## config.mk

```make
export PLATFORM = sky130hd
export DESIGN_NAME = spiral_route_cipher
export DESIGN_NICKNAME = d
export VERILOG_FILES = /design/src/hdl/srca_pkg.sv /design/src/hdl/srca_ram.sv /design/src/hdl/spiral_route_cipher.sv
export SDC_FILE = /design/constraint.sdc
export NUM_CORES = 1
export LEC_CHECK = 0
export ABC_AREA = 1
export BUFFER_PORTS_ARGS = -buffer_cell sky130_fd_sc_hd__buf_2
export CORE_MARGIN = 4
export CORE_UTILIZATION = 35
export DETAILED_ROUTE_END_ITERATION = 10
export GPL_TIMING_DRIVEN = 0
export SLEW_MARGIN = 20
export SYNTH_ARGS = -nofsm -noshare
export SYNTH_HDL_FRONTEND = slang
export SYNTH_SLANG_ARGS = --single-unit
```

## constraint.sdc

```tcl
create_clock -name i_clk -period 6.16 [get_ports i_clk]
set_clock_uncertainty 0.1 [all_clocks]
set_input_delay 1.232 -clock i_clk [delete_from_list [all_inputs] [get_ports i_clk]]
set_output_delay 1.232 -clock i_clk [all_outputs]
set_load 0.01 [all_outputs]
```

## src/hdl/srca_pkg.sv

```systemverilog
// ----------------------------------------------------------------------------
// srca_pkg
// Shared types and constants for the spiral route transposition cipher.
// ----------------------------------------------------------------------------
package srca_pkg;

    localparam int MAX_CELLS = 64;
    localparam int ADDR_W    = $clog2(MAX_CELLS);
    localparam int CNT_W     = $clog2(MAX_CELLS + 1);
    localparam int CFG_W     = 7;
    localparam int CFG_IDX_W = 1;

    localparam logic [CFG_IDX_W-1:0] CFG_COLUMN_COUNT  = 1'd0;
    localparam logic [CFG_IDX_W-1:0] CFG_DIRECTION_CCW = 1'd1;

    localparam logic [CFG_W-1:0] COLS_RESET = 7'd8;

    localparam logic [7:0] CHAR_UP_A  = 8'd65;
    localparam logic [7:0] CHAR_UP_Z  = 8'd90;
    localparam logic [7:0] CHAR_LO_A  = 8'd97;
    localparam logic [7:0] CHAR_LO_Z  = 8'd122;
    localparam logic [7:0] CASE_SHIFT = 8'd32;
    localparam logic [6:0] PAD_LETTER = 7'h58;

    typedef struct packed {
        logic [7:0] char_code;
        logic       last_char;
    } t_in_item;

    typedef struct packed {
        logic [6:0] letter;
        logic       end_of_run;
        logic       empty_message;
        logic       overflowed;
    } t_out_item;

    typedef enum logic [1:0] {
        ST_LOAD,
        ST_SIZE,
        ST_WALK,
        ST_EMPTY
    } t_state;

    typedef enum logic [1:0] {
        DIR_DN,
        DIR_LF,
        DIR_UP,
        DIR_RT
    } t_dir;

endpackage

```

## src/hdl/srca_ram.sv

```systemverilog
// ----------------------------------------------------------------------------
// srca_ram
// Generic simple dual-port RAM: one write port, one read port with a read
// enable and a registered read data output.
// ----------------------------------------------------------------------------
module srca_ram #(
    parameter int WIDTH = 8,
    parameter int DEPTH = 64
) (
    input  logic                     i_clk,
    input  logic                     i_we,
    input  logic [$clog2(DEPTH)-1:0] i_waddr,
    input  logic [WIDTH-1:0]         i_wdata,
    input  logic                     i_re,
    input  logic [$clog2(DEPTH)-1:0] i_raddr,
    output logic [WIDTH-1:0]         o_rdata
);

    logic [WIDTH-1:0] r_mem [DEPTH];
    logic [WIDTH-1:0] r_rdata;

    always_ff @(posedge i_clk) begin
        if (i_we) begin
            r_mem[i_waddr] <= i_wdata;
        end
        if (i_re) begin
            r_rdata <= r_mem[i_raddr];
        end
    end

    assign o_rdata = r_rdata;

endmodule

```

## src/hdl/spiral_route_cipher.sv

```systemverilog
// ----------------------------------------------------------------------------
// spiral_route_cipher
// Spiral route transposition cipher over a letter grid held in a RAM.
// ----------------------------------------------------------------------------
// Message bytes are taken one per cycle; letters are upper-cased and written
// to a 64-entry letter RAM, other bytes are dropped. The transfer marked
// last_char starts emission: a sizing pass adds the column count once per
// grid row, then the spiral walker reads the RAM one cell per cycle and
// delivers one letter per cycle while the output side keeps up, padding the
// last row with X. No input is taken during sizing and walking; loading of
// the next message resumes as the last cell is read.
// An empty message yields a single result flagged empty.
// ----------------------------------------------------------------------------
module spiral_route_cipher
    import srca_pkg::*;
(
    input  logic                 i_clk,
    input  logic                 i_rst_n,
    input  logic                 i_valid,
    output logic                 o_ready,
    input  t_in_item             i_data,
    output logic                 o_valid,
    input  logic                 i_ready,
    output t_out_item            o_data,
    input  logic                 i_cfg_we,
    input  logic [CFG_IDX_W-1:0] i_cfg_idx,
    input  logic [CFG_W-1:0]     i_cfg_wdata
);

    localparam logic [CNT_W-1:0] MAX_CNT = CNT_W'(MAX_CELLS);

    // configuration
    logic [CFG_W-1:0] r_cfg_cols;
    logic             r_cfg_ccw;

    // control
    t_state           r_state, n_state;
    logic [CNT_W-1:0] r_count, n_count;
    logic             r_ovf_seen, n_ovf_seen;

    // sizing / run
    logic [CNT_W-1:0] r_cols, n_cols;
    logic [CNT_W-1:0] r_acc, n_acc;
    logic [CNT_W-1:0] r_rows, n_rows;
    logic [CNT_W-1:0] r_neff, n_neff;
    logic             r_run_ovf, n_run_ovf;
    logic             r_ccw, n_ccw;

    // walker
    logic [ADDR_W-1:0] r_x, n_x, r_y, n_y;
    logic [ADDR_W-1:0] r_left, n_left, r_right, n_right;
    logic [ADDR_W-1:0] r_top, n_top, r_bottom, n_bottom;
    logic [ADDR_W-1:0] r_idx, n_idx;
    t_dir              r_dir, n_dir;
    logic [CNT_W-1:0]  r_k, n_k;

    // read stage and output register
    logic        r_p1_vld, r_p1_pad, r_p1_last, r_p1_ovf;
    logic        r_out_vld;
    t_out_item   r_out;

    logic [7:0]       ram_rdata;
    logic             ram_we, ram_re;
    logic [7:0]       up_char;
    logic             is_letter;
    logic             in_xfer;
    logic             move, issue, empty_load, walk_last;
    logic [CNT_W-1:0] eff_cols;
    logic [CNT_W:0]   acc_sum;
    logic             blocked;
    t_dir             turn_dir;

    assign in_xfer   = i_valid && o_ready;
    assign o_ready   = (r_state == ST_LOAD);
    assign move      = !r_out_vld || i_ready;
    assign issue     = (r_state == ST_WALK) && (!r_p1_vld || move);
    assign empty_load = (r_state == ST_EMPTY) && !r_p1_vld && move;
    assign walk_last = (r_k + CNT_W'(1)) == r_acc;

    always_comb begin
        is_letter = 1'b0;
        up_char   = i_data.char_code;
        if (i_data.char_code >= CHAR_UP_A && i_data.char_code <= CHAR_UP_Z) begin
            is_letter = 1'b1;
        end else if (i_data.char_code >= CHAR_LO_A && i_data.char_code <= CHAR_LO_Z) begin
            is_letter = 1'b1;
            up_char   = i_data.char_code - CASE_SHIFT;
        end
    end

    assign ram_we = in_xfer && is_letter && (r_count < MAX_CNT);
    assign ram_re = issue;

    srca_ram #(
        .WIDTH (8),
        .DEPTH (MAX_CELLS)
    ) u_letter_ram (
        .i_clk   (i_clk),
        .i_we    (ram_we),
        .i_waddr (r_count[ADDR_W-1:0]),
        .i_wdata (up_char),
        .i_re    (ram_re),
        .i_raddr (r_idx),
        .o_rdata (ram_rdata)
    );

    always_comb begin
        if (r_cfg_cols == '0) begin
            eff_cols = CNT_W'(1);
        end else if (CNT_W'(r_cfg_cols) > MAX_CNT) begin
            eff_cols = MAX_CNT;
        end else begin
            eff_cols = CNT_W'(r_cfg_cols);
        end
    end

    assign acc_sum = {1'b0, r_acc} + {1'b0, r_cols};

    // walker: blocked test, turn
    always_comb begin
        case (r_dir)
            DIR_DN:  blocked = (r_y == r_bottom);
            DIR_LF:  blocked = (r_x == r_left);
            DIR_UP:  blocked = (r_y == r_top);
            DIR_RT:  blocked = (r_x == r_right);
            default: blocked = 1'b0;
        endcase
        case (r_dir)
            DIR_DN:  turn_dir = r_ccw ? DIR_RT : DIR_LF;
            DIR_LF:  turn_dir = r_ccw ? DIR_DN : DIR_UP;
            DIR_UP:  turn_dir = r_ccw ? DIR_LF : DIR_RT;
            DIR_RT:  turn_dir = r_ccw ? DIR_UP : DIR_DN;
            default: turn_dir = DIR_DN;
        endcase
    end

    always_comb begin
        n_state    = r_state;
        n_count    = r_count;
        n_ovf_seen = r_ovf_seen;
        n_cols     = r_cols;
        n_acc      = r_acc;
        n_rows     = r_rows;
        n_neff     = r_neff;
        n_run_ovf  = r_run_ovf;
        n_ccw      = r_ccw;
        n_x        = r_x;
        n_y        = r_y;
        n_left     = r_left;
        n_right    = r_right;
        n_top      = r_top;
        n_bottom   = r_bottom;
        n_idx      = r_idx;
        n_dir      = r_dir;
        n_k        = r_k;

        case (r_state)
            ST_LOAD: begin
                if (in_xfer) begin
                    if (ram_we) begin
                        n_count = r_count + CNT_W'(1);
                    end else if (is_letter) begin
                        n_ovf_seen = 1'b1;
                    end
                    if (i_data.last_char) begin
                        if (n_count == '0) begin
                            n_state    = ST_EMPTY;
                            n_ovf_seen = 1'b0;
                        end else begin
                            n_state = ST_SIZE;
                            n_cols  = eff_cols;
                            n_ccw   = r_cfg_ccw;
                            n_acc   = '0;
                            n_rows  = '0;
                        end
                    end
                end
            end
            ST_SIZE: begin
                if (r_acc < r_count && acc_sum <= (CNT_W+1)'(MAX_CELLS)) begin
                    n_acc  = acc_sum[CNT_W-1:0];
                    n_rows = r_rows + CNT_W'(1);
                end else begin
                    n_state    = ST_WALK;
                    n_neff     = (r_count > r_acc) ? r_acc : r_count;
                    n_run_ovf  = r_ovf_seen || (r_count > r_acc);
                    n_count    = '0;
                    n_ovf_seen = 1'b0;
                    n_x        = ADDR_W'(r_cols - CNT_W'(1));
                    n_y        = '0;
                    n_left     = '0;
                    n_right    = ADDR_W'(r_cols - CNT_W'(1));
                    n_top      = '0;
                    n_bottom   = ADDR_W'(r_rows - CNT_W'(1));
                    n_idx      = ADDR_W'(r_cols - CNT_W'(1));
                    n_dir      = r_ccw ? DIR_LF : DIR_DN;
                    n_k        = '0;
                end
            end
            ST_WALK: begin
                if (issue) begin
                    n_k = r_k + CNT_W'(1);
                    if (walk_last) begin
                        n_state = ST_LOAD;
                    end
                    if (blocked) begin
                        n_dir = turn_dir;
                        case (r_dir)
                            DIR_DN: begin
                                if (r_ccw) n_left = r_left + ADDR_W'(1);
                                else       n_right = r_right - ADDR_W'(1);
                            end
                            DIR_LF: begin
                                if (r_ccw) n_top = r_top + ADDR_W'(1);
                                else       n_bottom = r_bottom - ADDR_W'(1);
                            end
                            DIR_UP: begin
                                if (r_ccw) n_right = r_right - ADDR_W'(1);
                                else       n_left = r_left + ADDR_W'(1);
                            end
                            DIR_RT: begin
                                if (r_ccw) n_bottom = r_bottom - ADDR_W'(1);
                                else       n_top = r_top + ADDR_W'(1);
                            end
                            default: begin
                                n_dir = r_dir;
                            end
                        endcase
                    end
                    case (n_dir)
                        DIR_DN: begin
                            n_y   = r_y + ADDR_W'(1);
                            n_idx = r_idx + ADDR_W'(r_cols);
                        end
                        DIR_LF: begin
                            n_x   = r_x - ADDR_W'(1);
                            n_idx = r_idx - ADDR_W'(1);
                        end
                        DIR_UP: begin
                            n_y   = r_y - ADDR_W'(1);
                            n_idx = r_idx - ADDR_W'(r_cols);
                        end
                        DIR_RT: begin
                            n_x   = r_x + ADDR_W'(1);
                            n_idx = r_idx + ADDR_W'(1);
                        end
                        default: begin
                            n_idx = r_idx;
                        end
                    endcase
                end
            end
            ST_EMPTY: begin
                if (empty_load) begin
                    n_state = ST_LOAD;
                end
            end
            default: begin
                n_state = ST_LOAD;
            end
        endcase
    end

    always_ff @(posedge i_clk) begin
        if (!i_rst_n) begin
            r_state    <= ST_LOAD;
            r_count    <= '0;
            r_ovf_seen <= 1'b0;
            r_cfg_cols <= COLS_RESET;
            r_cfg_ccw  <= 1'b0;
            r_p1_vld   <= 1'b0;
            r_out_vld  <= 1'b0;
        end else begin
            r_state    <= n_state;
            r_count    <= n_count;
            r_ovf_seen <= n_ovf_seen;
            if (i_cfg_we) begin
                case (i_cfg_idx)
                    CFG_COLUMN_COUNT:  r_cfg_cols <= i_cfg_wdata;
                    CFG_DIRECTION_CCW: r_cfg_ccw  <= i_cfg_wdata[0];
                    default: ;
                endcase
            end
            if (issue) begin
                r_p1_vld <= 1'b1;
            end else if (move) begin
                r_p1_vld <= 1'b0;
            end
            if ((r_p1_vld && move) || empty_load) begin
                r_out_vld <= 1'b1;
            end else if (i_ready) begin
                r_out_vld <= 1'b0;
            end
        end
    end

    always_ff @(posedge i_clk) begin
        r_cols    <= n_cols;
        r_acc     <= n_acc;
        r_rows    <= n_rows;
        r_neff    <= n_neff;
        r_run_ovf <= n_run_ovf;
        r_ccw     <= n_ccw;
        r_x       <= n_x;
        r_y       <= n_y;
        r_left    <= n_left;
        r_right   <= n_right;
        r_top     <= n_top;
        r_bottom  <= n_bottom;
        r_idx     <= n_idx;
        r_dir     <= n_dir;
        r_k       <= n_k;
        if (issue) begin
            r_p1_pad  <= CNT_W'(r_idx) >= r_neff;
            r_p1_last <= walk_last;
            r_p1_ovf  <= r_run_ovf;
        end
        if (r_p1_vld && move) begin
            r_out.letter        <= r_p1_pad ? PAD_LETTER : ram_rdata[6:0];
            r_out.end_of_run    <= r_p1_last;
            r_out.empty_message <= 1'b0;
            r_out.overflowed    <= r_p1_ovf;
        end else if (empty_load) begin
            r_out.letter        <= '0;
            r_out.end_of_run    <= 1'b1;
            r_out.empty_message <= 1'b1;
            r_out.overflowed    <= 1'b0;
        end
    end

    assign o_valid = r_out_vld;
    assign o_data  = r_out;

endmodule

```

-- After elaboration in Yosys (flattened, before gate mapping)
Memories as Yosys holds them, arrays and structs flattened. A register that Yosys moved wholly into a read port is not among the register bits.
Index checks and enable logic that the tools add are counted.
- bits in writable memories: 512
- input port bits: 22
- flip-flop bits (word level): 114
- memories: 1
- multiplexer cells: 94
- bitwise gates (word level): 3
- eq/ne operators: 35
- add/subtract/negate cells: 19
- $lt $le $gt $ge: 10
- reduce and logical (&&, ||, !) cells: 41
- memories (name ; words ; width ; rd ports ; clocked after memory_dff ; write ports ; line ; text):
    u_letter_ram.r_mem ; 64 ; 8 ; 1 ; 1 ; 1 ; srca_ram.sv:19 ; logic [WIDTH-1:0] r_mem [DEPTH];
- operators by type and width (operator ; number):
    $pmux W6 S2 ; 13
    $mux W6 ; 22
    $mux W7 ; 14
    $pmux W7 S2 ; 4
    $sub A6 B1 Y6 const B ; 7
    $mux W2 ; 16
    $add A6 B1 Y6 const B ; 5
    $reduce_and A7 Y1 ; 4
    $eq A6 B6 Y1 ; 4
    $le A8 B7 Y1 const B ; 3
    $ne A3 B3 Y1 const B ; 8
    $pmux W6 S4 ; 1
    $add A7 B1 Y7 const B ; 3
    $mux W10 ; 2
    $ge A8 B7 Y1 const B ; 2
    $mux W8 ; 2
    $pmux W2 S4 ; 2
    $mux W1 ; 15
    $logic_not A7 Y1 ; 2
    $ne A2 B2 Y1 const B ; 7
    $eq A2 B2 Y1 const B ; 6
    $ne A3 B1 Y1 const B ; 4
    $reduce_and A4 Y1 ; 3
    $logic_and A1 B1 Y1 ; 10
    25 further kinds ; 43

-- Logic depth before layout (Yosys ltp)
Gate-level depths: netlist of run 1.
- depth in word-level cells: 14
- gate-level depth with buffers: 27
- depth with buffers taken out: 27

-- Modules after synthesis
From an unflattened synthesis of run 1, not the netlist that was laid out.
- cells, all modules: 2715
- area, all modules: 28606.2 um2
- by module, submodules not included (module ; area each (um2) ; cells each ; instances):
    srca_ram ; 21371.7 ; 1822 ; 1
    spiral_route_cipher ; 7234.4 ; 893 ; 1

-- Least setup slack after synthesis of run 1
Ideal clock, no wire load.
- path type: input to register
- from: input port i_data[3] in the netlist's numbering
- to: memory u_letter_ram.r_mem[0][6], data pin
- required time: 5.358 ns
- data arrival time: 4.207 ns
- slack: 1.151 ns
- stages: 5
- cells stage by stage: nor2_1 > nor3_1 > nand2_1 > nand2_1 > o21ai_0
- word-level cells in the longest chain between the ends: 4
- elaborated cells on any way between the ends: 9
- ends and longest elaborated chain (element ; line ; text):
    from (decl) ; spiral_route_cipher.sv:21 ; input t_in_item i_data,
    $ge A8 B7 Y1 or $le A8 B7 Y1 (tied branches) ; spiral_route_cipher.sv:85 ; end else if (i_data.char_code >= CHAR_LO_A && i_data.char_code <= CHAR_LO_Z) begin
    $logic_and A1 B1 Y1 ; spiral_route_cipher.sv:85 ;
    $mux W8 ; spiral_route_cipher.sv:85 ;
    $mux W8 * ; spiral_route_cipher.sv:83 ; if (i_data.char_code >= CHAR_UP_A && i_data.char_code <= CHAR_UP_Z) begin
    named net u_letter_ram.i_wdata[6] ; srca_ram.sv:13 ; input logic [WIDTH-1:0] i_wdata,
    to (decl) ; srca_ram.sv:19 ;
Mark *: on every way through the listed nets, which the timed path passes. The rest lies on a longest branch.

-- Worst setup path after layout of run 1
- from: input port i_data[4] in the netlist's numbering
- to: memory u_letter_ram.r_mem[37][0], enable pin
- word-level cells in the longest chain between the ends: 8
- elaborated cells on any way between the ends: 12
- ends and longest elaborated chain (element ; line ; text):
    $ge A8 B7 Y1 or $le A8 B7 Y1 (tied branches) ; spiral_route_cipher.sv:85 ;
    $logic_and A1 B1 Y1 ; spiral_route_cipher.sv:85 ;
    $mux W1 ; spiral_route_cipher.sv:85 ;
    $mux W1 * ; spiral_route_cipher.sv:83 ;
    $logic_and A1 B1 Y1 * (2 in series) ; spiral_route_cipher.sv:91 ; assign ram_we = in_xfer && is_letter && (r_count < MAX_CNT);
    $mux W1 * ; srca_ram.sv:23 ; if (i_we) begin
    $mux W1 (implied by the code) * ; srca_ram.sv:24 ; r_mem[i_waddr] <= i_wdata;
Every way passes the cells marked *; elsewhere a longest branch is shown, timed or not.

==> run metrics, run 1 <==
status finished, final reports clean; worst hold margin approximately 0.34 ns; Fmax 0.211 GHz; worst-path fanout max 66; post-CTS sizing 0; register bit total from synthesis 568; Die H about 280 um; Synth top area share between 60 and 70%; Hold EP r_p1_ovf; Overall Global Routing Usage 21.2%; CP Data Arrival Time 4.91 ns; synthesized area per cell 11.1 sq um; first-pass GRT wire length about 120000 um; Setup violations, final 0; multi-input logic area ~7300 sq um; Clk Latency, worst-skew pair roughly 0.65 ns; routed len/inst 25.1 um; Post-CTS Hold Buffers 0; dpl cell area ~27000 sq um; Synth area leaders edfxtp_1 65%, nor2_1 6.8%, o21ai_0 6.2%, nand2_1 3.3%, o22ai_1 3.1%; core area 71400 sq um; Die W around 280 um; Worst slew margin 24.5%; sequential cell area between 15000 and 20000 sq um; Max Cap Violations 0; number of buffers inserted by post-CTS setup repair 0; vias in the first global route about 18k; reg2reg end r_top[3]; H-tree depth 2; Worst Hold Depth 0; WP data required about 6.3 ns; synth unique cells 50; leakage power 9.89 nW; Final Hold Violating Endpoints 0; Initial Utilization 35.2%; buffer depth of the longest clock path 3; Fin Setup TNS 0 ns; hold path startpoint r_run_ovf; synthesized instance count roughly 2.3k; syn_nets around 2.3k; worst min-delay path class register to register; Finished Layout Cells between 3k and 4k; unrepaired setup endpoints after global routing no; R2R depth 13; Mapped Area about 25000 sq um; Via-to-Cell Ratio about 5.5; VDD IR max 0.000276 V; Root Driver clkbuf_16; ant diodes 0; row count between 90 and 100; RePlAce Congestion just under 1; TritonCTS buffer count just under 60; clk slew on worst S/H paths 0.06 ns; Placed Cells incl. Taps about 3.3k; CP startpoint kind primary input; clk sinks about 570; worst slack, placed roughly 0.92 ns; Setup WS post-layout roughly 1.4 ns; CTS tree done; DP HPWL approximately 58000 um; Critical Path Sink Type register; pwr dens 411 nW/um^2; 1st-iter DRT viols between 2k and 2.5k; yosys warns 0; Yosys top cell by area edfxtp_1; Post-DRT Antenna Nets 0; design area 28600 sq um; Area Overhead vs Synth 13.5%; IO Pins 34; Worst Tran Pin Value 1.13 ns; Layout fillers 6815; sequential fraction of the synthesis area between 60% and 70%; die area ~76000 sq um; layout cell share with drive strength beyond 1 under 10%; largest net degree at the start of global routing 67; Worst R2R Setup Slack approximately 2.1 ns; DRT Pass-1 Iters 5; Final Cycle Share a little under 80%; Nets roughly 2.4k; initial antenna violation count 2; GRT overflow 0; # port buffers 33; minimum clock period around 4.7 ns; worst r2r src r_acc[0]; DR vias about 19k; dominant synthesized flop cell edfxtp_1; EDFF count, synth roughly 550; routed wire length ~84000 um; DRC viols 0; Post-synth ARST share 0%; Max Slew Vio Count 0; Setup CP Type primary input to register
[cell type report]
class                      instances  share of cell area [%]
sequential                       568                    59.0
multi-input combinational       1429                    25.5
clock buffer                      70                    5.49
tap                              950                    4.16
inverter                         153                    2.04
buffer                           113                    1.61
clock inverter                    36                    1.12
timing repair buffer              38                    1.03
[power by group]
group	internal (mW)	switching (mW)	total (mW)
Combinational	0.905	2.63	3.54
Sequential	4.51	0.166	4.68
Clock	1.98	1.53	3.51
[state kept, by name, summed over array words and instances (netlist names), 7 cells and up]
signal                cells
r_k                       7
r_count                   7
o_data                   10
u_letter_ram.o_rdata      7
r_cols                    7
r_cfg_cols                7
r_acc                     7
u_letter_ram.r_mem      448
r_neff                    7
[worst max-delay path by stage]
stage          startpoint                   endpoint  slack (ns)
6_report        i_data[4]  u_letter_ram.r_mem[37][0]        1.42
3_3_place_gp    i_data[2]   u_letter_ram.r_mem[0][6]       -3.34
4_1_cts         i_data[2]  u_letter_ram.r_mem[37][2]        1.59
2_1_floorplan   i_data[3]   u_letter_ram.r_mem[0][6]        1.15
3_5_place_dp    i_data[2]  u_letter_ram.r_mem[37][0]        0.92
5_1_grt         i_data[2]  u_letter_ram.r_mem[21][2]        1.30
[cells by family (layout without fill, tap and decap cells)]
family / Yosys count / after routing / share of synthesized area, %
compound gates: 568 / 568 / 12.7
flops: 568 / 568 / 67.0
simple gates: 785 / 785 / 12.7
buf+inv: 266 / 410 / 4.14
fa+ha+maj: 46 / 46 / 2.41
xor+xnor: 30 / 30 / 1.04
[per-stage QoR]
stage	util [%]	power (mW)
floorplan	-	6.71
global placement	37.1	8.12
detailed placement	37.4	8.19
CTS	40.0	11.7
global route	40.0	12.2
finish	40.0	11.7
[placed cells by master (no fill, tap or decap), types with 36 or more instances in the layout]
cell and count:
clkbuf_1 104, a21oi_1 46, o21ai_0 311, edfxtp_1 547
ha_1 42, nor2_1 454, o22ai_1 123, nand3_1 44
clkbuf_16 60, nand2_1 222, inv_1 145, buf_2 36
[Yosys cell counts (2+ instances only)]
library cell,n
edfxtp_1,547
nor2_1,454
o21ai_0,312
nand2_1,222
inv_1,145
o22ai_1,123
clkbuf_1,97
a21oi_1,48
nand3_1,44
ha_1,42
o21ai_1,28
xor2_1,25
dfxtp_1,21
nand4_1,20
o221ai_1,17
o211ai_1,13
nor3_1,12
buf_2,8
nand2_2,8
nand2_4,5
o211ai_2,5
xnor2_1,5
a31oi_1,4
buf_1,4
fa_1,4
nand3_2,4
nor2_2,4
o21bai_1,4
buf_6,3
clkinv_1,3
inv_2,3
o21a_1,3
o31ai_1,3
o32ai_1,3
nand3b_1,2
nor3_2,2
nor4_1,2
or2_2,2
[routing by layer]
metal	up-vias	routed length, um	GRT usage [%]
met4	0	3850	8.43
met5	-	0	0
met2	951	38200	33.8
met1	9103	34600	28.6
met3	213	7640	4.48
li1	8297	-	-
[worst max-delay path, cell delays in order]
cell     delay, ns
buf_4         0.59
inv_1         0.21
nand4_1       0.15
nand2_1       0.06
inv_1         0.10
nand2_1       0.16
nand2_4       0.17
nand3_2       0.18
inv_1         0.17
nand4_1       0.76
nor2_1        1.08
Note: power is estimated with default switching activity, not from simulation.
==> run 2, diff against run 1 <==
- ABC_AREA: 1 -> 0
- clock period: 6.16 -> 4.7 ns (I/O delays scaled with it)
==> run 2 against run 1 <==
Area after synthesis down 2.7%; critical path depth down 5; first-iteration DRC count down 46%; setup slack worse by 1.3 ns; non-clock buffer count down 40; sequential share of layout area up 1.2 points; final cell count down 25%; flip-flop and latch count unchanged; clock-buffer cell count down 1; utilization up 0.60 points; critical path type unchanged.
==> run metrics, run 2 <==
status finished, final reports clean (unchanged); DRC viols 0 (unchanged); CP Data Arrival Time 4.71 ns (was 4.91 ns); Placed Cells incl. Taps 2396 (was 3251); Yosys top cell by area edfxtp_1 (unchanged); RePlAce Congestion 0.829 (was 0.987); Worst slew margin 28.3% (was 24.5%); unrepaired setup endpoints after global routing yes (was no); top post-synthesis cells by count 547 x edfxtp_1, 162 x nor2_1, 147 x mux4_2 (was 547 x edfxtp_1, 454 x nor2_1, 312 x o21ai_0); Synth Area in Adders 2.48% (was 2.41%); dominant synthesized flop cell edfxtp_1 (unchanged); vias in the first global route 13.7k (was 17.6k); Setup WS post-layout 0.107 ns (was 1.42 ns); Synth top area share 67.1% (was 65.3%); Final Cycle Share between 90% and 100%; IO Pins 34 (unchanged); row count 96 (was 98); biggest cell delay along the critical path 0.95 ns (was 1.08 ns); CP startpoint kind primary input (unchanged); yosys warns 0 (unchanged); VDD IR max 0.000284 V (was 0.000276 V); mux share of post-synthesis cell area 14.2% (was 0%); synth unique cells 69 (was 50); WP data required 4.82 ns (was 6.33 ns); most frequent cell after synthesis edfxtp_1 (unchanged); Max Cap Violations 0 (unchanged); most frequent cells in the layout 547 x edfxtp_1, 162 x nor2_1, 147 x mux4_2, 61 x clkbuf_16, 47 x clkbuf_1 (was 547 x edfxtp_1, 454 x nor2_1, 311 x o21ai_0, 222 x nand2_1, 145 x inv_1); DRT Pass-1 Iters 5 (unchanged); Die W 272 um (was 276 um); worst slack, placed -0.534 ns (was 0.919 ns); clk sinks 568 (unchanged); Cell Chain, Critical Path buf_4 -> nor3_1 -> a211o_1 -> nor4_1 -> nand4_1 -> nor2_1 (was buf_4 -> inv_1 -> nand4_1 -> nand2_1 -> inv_1 -> nand2_1 -> nand2_4 -> nand3_2 -> inv_1 -> nand4_1 -> nor2_1); routed wire length 56300 um (was 84300 um); syn_nets 1497 (was 2331); synthesized instance count 1429 (was 2263); sequential fraction of the synthesis area 68.9% (was 67.0%); worst min-delay path class register to register (unchanged); XOR/XNOR Fraction of Synth Area 2.18% (was 1.04%); TritonCTS buffer count 59 (unchanged); Mapped Area 24500 sq um (was 25100 sq um); routed len/inst 22.4 um (was 25.1 um); Final Hold Violating Endpoints 0 (unchanged); Synth area leaders edfxtp_1 67%, mux4_2 14%, nor2_1 2.5%, ha_1 2.1%, dfxtp_1 1.7% (was edfxtp_1 65%, nor2_1 6.8%, o21ai_0 6.2%, nand2_1 3.3%, o22ai_1 3.1%); Post-CTS Hold Buffers 0 (unchanged); layout cell share with drive strength beyond 1 20.5% (was 7.48%); Overall Global Routing Usage 15.2% (was 21.2%); Post-DRT Antenna Nets 0 (unchanged); # port buffers 32 (was 33); leakage power 9.05 nW (was 9.89 nW); dpl cell area 25900 sq um (was 26700 sq um); largest net degree at the start of global routing 68 (was 67); design area 28000 sq um (was 28600 sq um); DP HPWL 37400 um (was 57900 um); register bit total from synthesis 568 (unchanged); CTS tree done (unchanged); Via-to-Cell Ratio 5.21 (was 5.53); most common library cell in the layout ignoring fill and taps edfxtp_1 (unchanged); minimum clock period between 4 and 5 ns; GRT overflow 0 (unchanged); Setup violations, final 0 (unchanged); Compound-Gate Fraction of Synth Area 3.78% (was 12.7%); Fmax roughly 0.22 GHz; Setup CP Type primary input to register (unchanged); Die H 272 um (was 276 um); post-synthesis simple-gate area fraction 6.54% (was 12.7%); Worst Tran Pin Value 1.07 ns (was 1.13 ns); DR vias 13.1k (was 18.6k); Most flops, register u_letter_ram.r_mem (unchanged); fin util 40.6% (was 40.0%); die area 74200 sq um (was 76200 sq um); Area Overhead vs Synth 14.4% (was 13.5%); 1st-iter DRT viols 1254 (was 2326); Largest register FFs 448 (unchanged); pwr dens 432 nW/um^2 (was 411 nW/um^2); Clk Latency, worst-skew pair 0.65 ns (about the same); Nets 1602 (was 2430); Initial Utilization 35.5% (was 35.2%); Root Driver clkbuf_16 (unchanged); first-pass GRT wire length 85600 um (was 120000 um); Critical Path Sink Type register (unchanged); H-tree depth 2 (unchanged); CP max stage cell nand4_1 (was nor2_1); clk slew on worst S/H paths 0.06 ns (about the same); buffer depth of the longest clock path 3 (unchanged); Post-synth ARST share 0% (unchanged); EDFF count, synth 547 (unchanged); worst-path fanout max 66 (unchanged); Finished Layout Cells 2513 (was 3357); initial antenna violation count 0 (was 2); ant diodes 0 (unchanged); synthesized area per cell 17.1 sq um (was 11.1 sq um); Max Slew Vio Count 0 (unchanged); core area 68900 sq um (was 71400 sq um); largest family of logic cells by synthesized area multiplexers (was simple AND/OR/NAND/NOR gates)
[run 2: cell types whose count changed after synthesis, sizes merged, moves of 16 or more]
| cell | delta |
|---|---|
| inv | -103 |
| mux4 | +147 |
| nand3 | -29 |
| nand2 | -190 |
| nor2b | +25 |
| nor2 | -297 |
| o22ai | -119 |
| xnor2 | +34 |
| mux2i | +16 |
| clkbuf | -53 |
| o21ai | -310 |
| nand4 | -17 |
| o211ai | -16 |
[run 2: cell type report]
cell class              instances  area, sq um
repair buffers                 44          335
clock buffers                  69         1580
plain buffers                  67          295
clock inverters                40          360
flip-flops and latches        568        16800
multi-input cells             747         7240
fillers                      6262        40900
inverters                      47          176
well taps                     931         1160
[run 2: what timing repair did]
| action | CTS | global route |
|---|---|---|
| setup endpoints to repair | 1 | 29 |
| pin swaps | 4 | 3 |
| gates cloned | 0 | 0 |
| buffers inserted | 7 | 1 |
| gates resized for setup | 9 | 2 |
[run 2: report_power, final]
group	internal, mW	switching [mW]	total [mW]
clock network	2.63	1.98	4.61
logic	0.744	0.934	1.68
registers	5.71	0.0995	5.81
total	9.08	3.02	12.1
[run 2: critical path, delay by kind of cell]
kind                   cells  cell delay [ns]
AOI/OAI and AO/OA          1             0.40
and+or+nand+nor            4             2.73
buffers and inverters      1             0.58
[run 2: kinds of logic after synthesis]
group,Yosys count
XOR/XNOR,61
flip-flops,568
AND/OR/NAND/NOR,334
adder cells (fa/ha/maj),46
multiplexers,164
AO/OA/AOI/OAI,142
buffers and inverters,114
[run 2: path summary, 6_finish.rpt]
| check | depth (start not counted) | start | slack [ns] | to |
|---|---|---|---|---|
| worst max-delay path | 6 | i_data[5] | 0.11 | u_letter_ram.r_mem[30][3] |
| worst min-delay path | 0 | r_run_ovf | 0.34 | r_p1_ovf |
| worst max register to register | 17 | r_top[4] | 0.12 | r_idx[5] |
| worst min register to register | 0 | r_run_ovf | 0.34 | r_p1_ovf |
[run 2: stage by stage]
| stage | power (mW) | hold slack (ns) | TNS, ns |
|---|---|---|---|
| 6_report | 12.1 | 0.336 | 0 |
| 3_3_place_gp | 7.52 | 0.324 | -455.16 |
| 4_1_cts | 12.2 | 0.342 | 0 |
| 5_1_grt | 12.6 | 0.343 | -0.161 |
| 3_5_place_dp | 7.56 | 0.328 | -81.64 |
| 2_1_floorplan | 7.01 | 0.300 | 0 |
[run 2: layer usage]
metal / global-route usage (%) / vias to the layer above / part of all wire [%]
met5: 0 / - / 0
met4: 4.64 / 0 / 2.8
met3: 2.56 / 93 / 5.9
met2: 25.4 / 417 / 49
met1: 20.5 / 6773 / 42
li1: - / 5820 / -
==> run 3, diff against run 2 <==
- CTS_BUF_LIST: unset -> sky130_fd_sc_hd__clkbuf_4
==> run 3 against run 2 <==
Sequential power hardly changed; combinational power barely moved; fmax grew 0.64%; non-clock buffer count is 2 higher; sequential share of layout area about the same; die area did not move; largest cell class unchanged; critical path depth grew 12; worst hold slack got worse by 0.19 ns; utilization about the same; design area about the same; highest routed layer unchanged.
==> run metrics, run 3 (same netlist as run 2, synthesis figures left out) <==
DRT Pass-1 Iters 5 (unchanged); fin util 40.6% (about the same); largest net degree at the start of global routing 68 (unchanged); Max Cap Violations 0 (unchanged); clk slew on worst S/H paths 0.07 ns (was 0.06 ns); minimum clock period 4.56 ns (was 4.59 ns); GRT overflow 0 (unchanged); Die W 272 um (unchanged); row count 96 (unchanged); multi-input logic area 7250 sq um (was 7240 sq um); # port buffers 32 (unchanged); Largest register FFs 448 (unchanged); DR vias 13.6k (was 13.1k); most common library cell in the layout ignoring fill and taps edfxtp_1 (unchanged); clk sinks 568 (unchanged); Setup violations, final 0 (unchanged); R2R depth 18 (was 17); layout cell share with drive strength beyond 1 27.4% (was 20.5%); pwr dens 421 nW/um^2 (was 432 nW/um^2); Setup CP Type register to register (was primary input to register); Finished Layout Cells 2677 (was 2513); Fmax 0.219 GHz (was 0.218 GHz); vias in the first global route 14.4k (was 13.7k); Initial Utilization 35.5% (unchanged); grt met1 use 20.3% (was 20.5%); Pint 8.66 mW (was 9.08 mW); Post-DRT Antenna Nets 0 (unchanged); Setup crit end r_idx[5] (was u_letter_ram.r_mem[30][3]); routed wire length 57300 um (was 56300 um); Critical Path Sink Type register (unchanged); Critical Path Start r_dir[1] (was i_data[5]); most frequent cells in the layout 547 x edfxtp_1, 222 x clkbuf_4, 161 x nor2_1, 147 x mux4_2, 46 x inv_1 (was 547 x edfxtp_1, 162 x nor2_1, 147 x mux4_2, 61 x clkbuf_16, 47 x clkbuf_1); Nets 1697 (was 1602); Cell Chain, Critical Path buf_6 -> nand2_1 -> mux2i_1 -> o22ai_1 -> nor4b_4 -> a31oi_4 -> xor2_1 -> buf_6 -> and2_4 -> o31a_1 -> ha_4 -> a21oi_2 -> o21bai_1 -> a21oi_2 -> xnor2_2 -> or3_1 -> a211o_2 -> o211ai_1 (was buf_4 -> nor3_1 -> a211o_1 -> nor4_1 -> nand4_1 -> nor2_1); buffer depth of the longest clock path 3 (unchanged); TritonCTS buffer count 152 (was 59); global routing's busiest layer met2 (unchanged); WP data required 5.29 ns (was 4.82 ns); worst r2r src r_dir[1] (was r_top[4]); leakage power 9.25 nW (was 9.05 nW); initial antenna violation count 1 (was 0); routed len/inst 21.4 um (was 22.4 um); die area 74200 sq um (unchanged); Final Cycle Share 97.1% (was 97.7%); Area Overhead vs Synth 14.5% (was 14.4%); Root Driver clkbuf_4 (was clkbuf_16); Placed Cells incl. Taps 2396 (unchanged); core area 68900 sq um (unchanged); status finished, final reports clean (unchanged); RePlAce Congestion 0.829 (unchanged); clock power share 36.5% (was 38.1%); reg2reg end r_idx[5] (unchanged); Final Hold Violating Endpoints 0 (unchanged); Overall Global Routing Usage 15.7% (was 15.2%); Worst R2R Setup Slack 0.14 ns (was 0.12 ns); H-tree depth 4 (was 2); Overall Power 11.8 mW (was 12.1 mW); CP Data Arrival Time 5.15 ns (was 4.71 ns); IO Pins 34 (unchanged); NetSw 3.14 mW (was 3.02 mW); sequential cell area 16800 sq um (unchanged); 1st-iter DRT viols 1186 (was 1254); Worst Tran Pin Value 1.06 ns (was 1.07 ns); DP HPWL 37400 um (unchanged); first-pass GRT wire length 87600 um (was 85600 um); Max Slew Vio Count 0 (unchanged); Via-to-Cell Ratio 5.09 (was 5.21); VDD IR max 0.000187 V (was 0.000284 V); Clk Latency, worst-skew pair 0.96 ns (was 0.65 ns); worst min-delay path class primary input to register (was register to register); CP startpoint kind register (was primary input); Layout fillers 6376 (was 6262); worst-path fanout max 10 (was 66); CTS tree done (unchanged); switch share 26.6% (was 24.9%); Most flops, register u_letter_ram.r_mem (unchanged); Logic pwr share 14.3% (was 13.9%); met2 usage 25.7% (was 25.4%); dpl cell area 25900 sq um (unchanged); design area 28000 sq um (about the same); biggest cell delay along the critical path 0.45 ns (was 0.95 ns); CP max stage cell nor4b_4 (was nand4_1); Worst slew margin 29.0% (was 28.3%); DRC viols 0 (unchanged); Die H 272 um (unchanged); M3 GR Usage 4.36% (was 2.56%); Reg power frac 49.2% (was 48.0%)
-- run 3: final cells by class --
class / instances / share of cell area (%)
clock inverters: 48 / 0.960
flip-flops and latches: 568 / 60.1
well taps: 931 / 4.16
repair buffers: 46 / 1.26
diodes: 1 / 0.00893
multi-input cells: 747 / 25.9
plain buffers: 67 / 1.05
inverters: 47 / 0.630
clock buffers: 222 / 5.95
-- run 3: routing by layer --
| metal | vias up | routed length [um] |
|---|---|---|
| met5 | - | 0 |
| met4 | 0 | 1070 |
| met3 | 78 | 4170 |
| met2 | 495 | 28500 |
| met1 | 6913 | 23600 |
| li1 | 6129 | - |
-- run 3: worst max-delay path: cells and delay by family, from the launching register on --
family	cells	cell delay (ns)
AOI/OAI and AO/OA	8	1.55
xor gates and xnor gates	2	0.31
adders and majority gates	1	0.24
buffers and inverters	2	0.32
DFF	1	0.39
muxes	1	0.24
and+or+nand+nor	4	1.14
-- run 3: power groups by stage --
stage	clock network, mW	logic, mW	registers (mW)
2_1_floorplan	0	1.12	5.89
3_3_place_gp	0	1.59	5.92
3_5_place_dp	0	1.64	5.92
4_1_cts	4.44	1.69	5.81
5_1_grt	4.76	1.83	5.82
6_report	4.31	1.68	5.81
-- run 3: how the worst min path moves through the flow --
stage / start / slack, ns / endpoint / cells after the start
2_1_floorplan: r_run_ovf / 0.30 / r_p1_ovf / 0
3_3_place_gp: r_cfg_ccw / 0.32 / r_ccw / 0
3_5_place_dp: r_run_ovf / 0.33 / r_p1_ovf / 0
4_1_cts: i_cfg_wdata[1] / 0.03 / r_cfg_cols[1] / 3
5_1_grt: i_cfg_wdata[6] / 0.06 / r_cfg_cols[6] / 3
6_report: i_cfg_wdata[5] / 0.15 / r_cfg_cols[5] / 3
-- run 3: through the flow --
stage | setup TNS, ns | setup slack (ns) | hold WS [ns]
after floorplan | 0 | 0.463 | 0.300
after global placement | -455.16 | -2.32 | 0.324
after detailed placement | -81.64 | -0.534 | 0.328
after CTS | 0 | 0.0392 | 0.0298
after global routing | -0.00579 | -0.00579 | 0.0633
final | 0 | 0.137 | 0.149
-- run 3: timing repair --
action / 4_1_cts / 5_1_grt
endpoints found under the setup margin: 1 / 1
setup buffers: 6 / 3
pin swaps: 4 / 5
endpoints found under the hold margin: 1 / 0
gates resized for setup: 9 / 2
hold buffers: 1 / 0
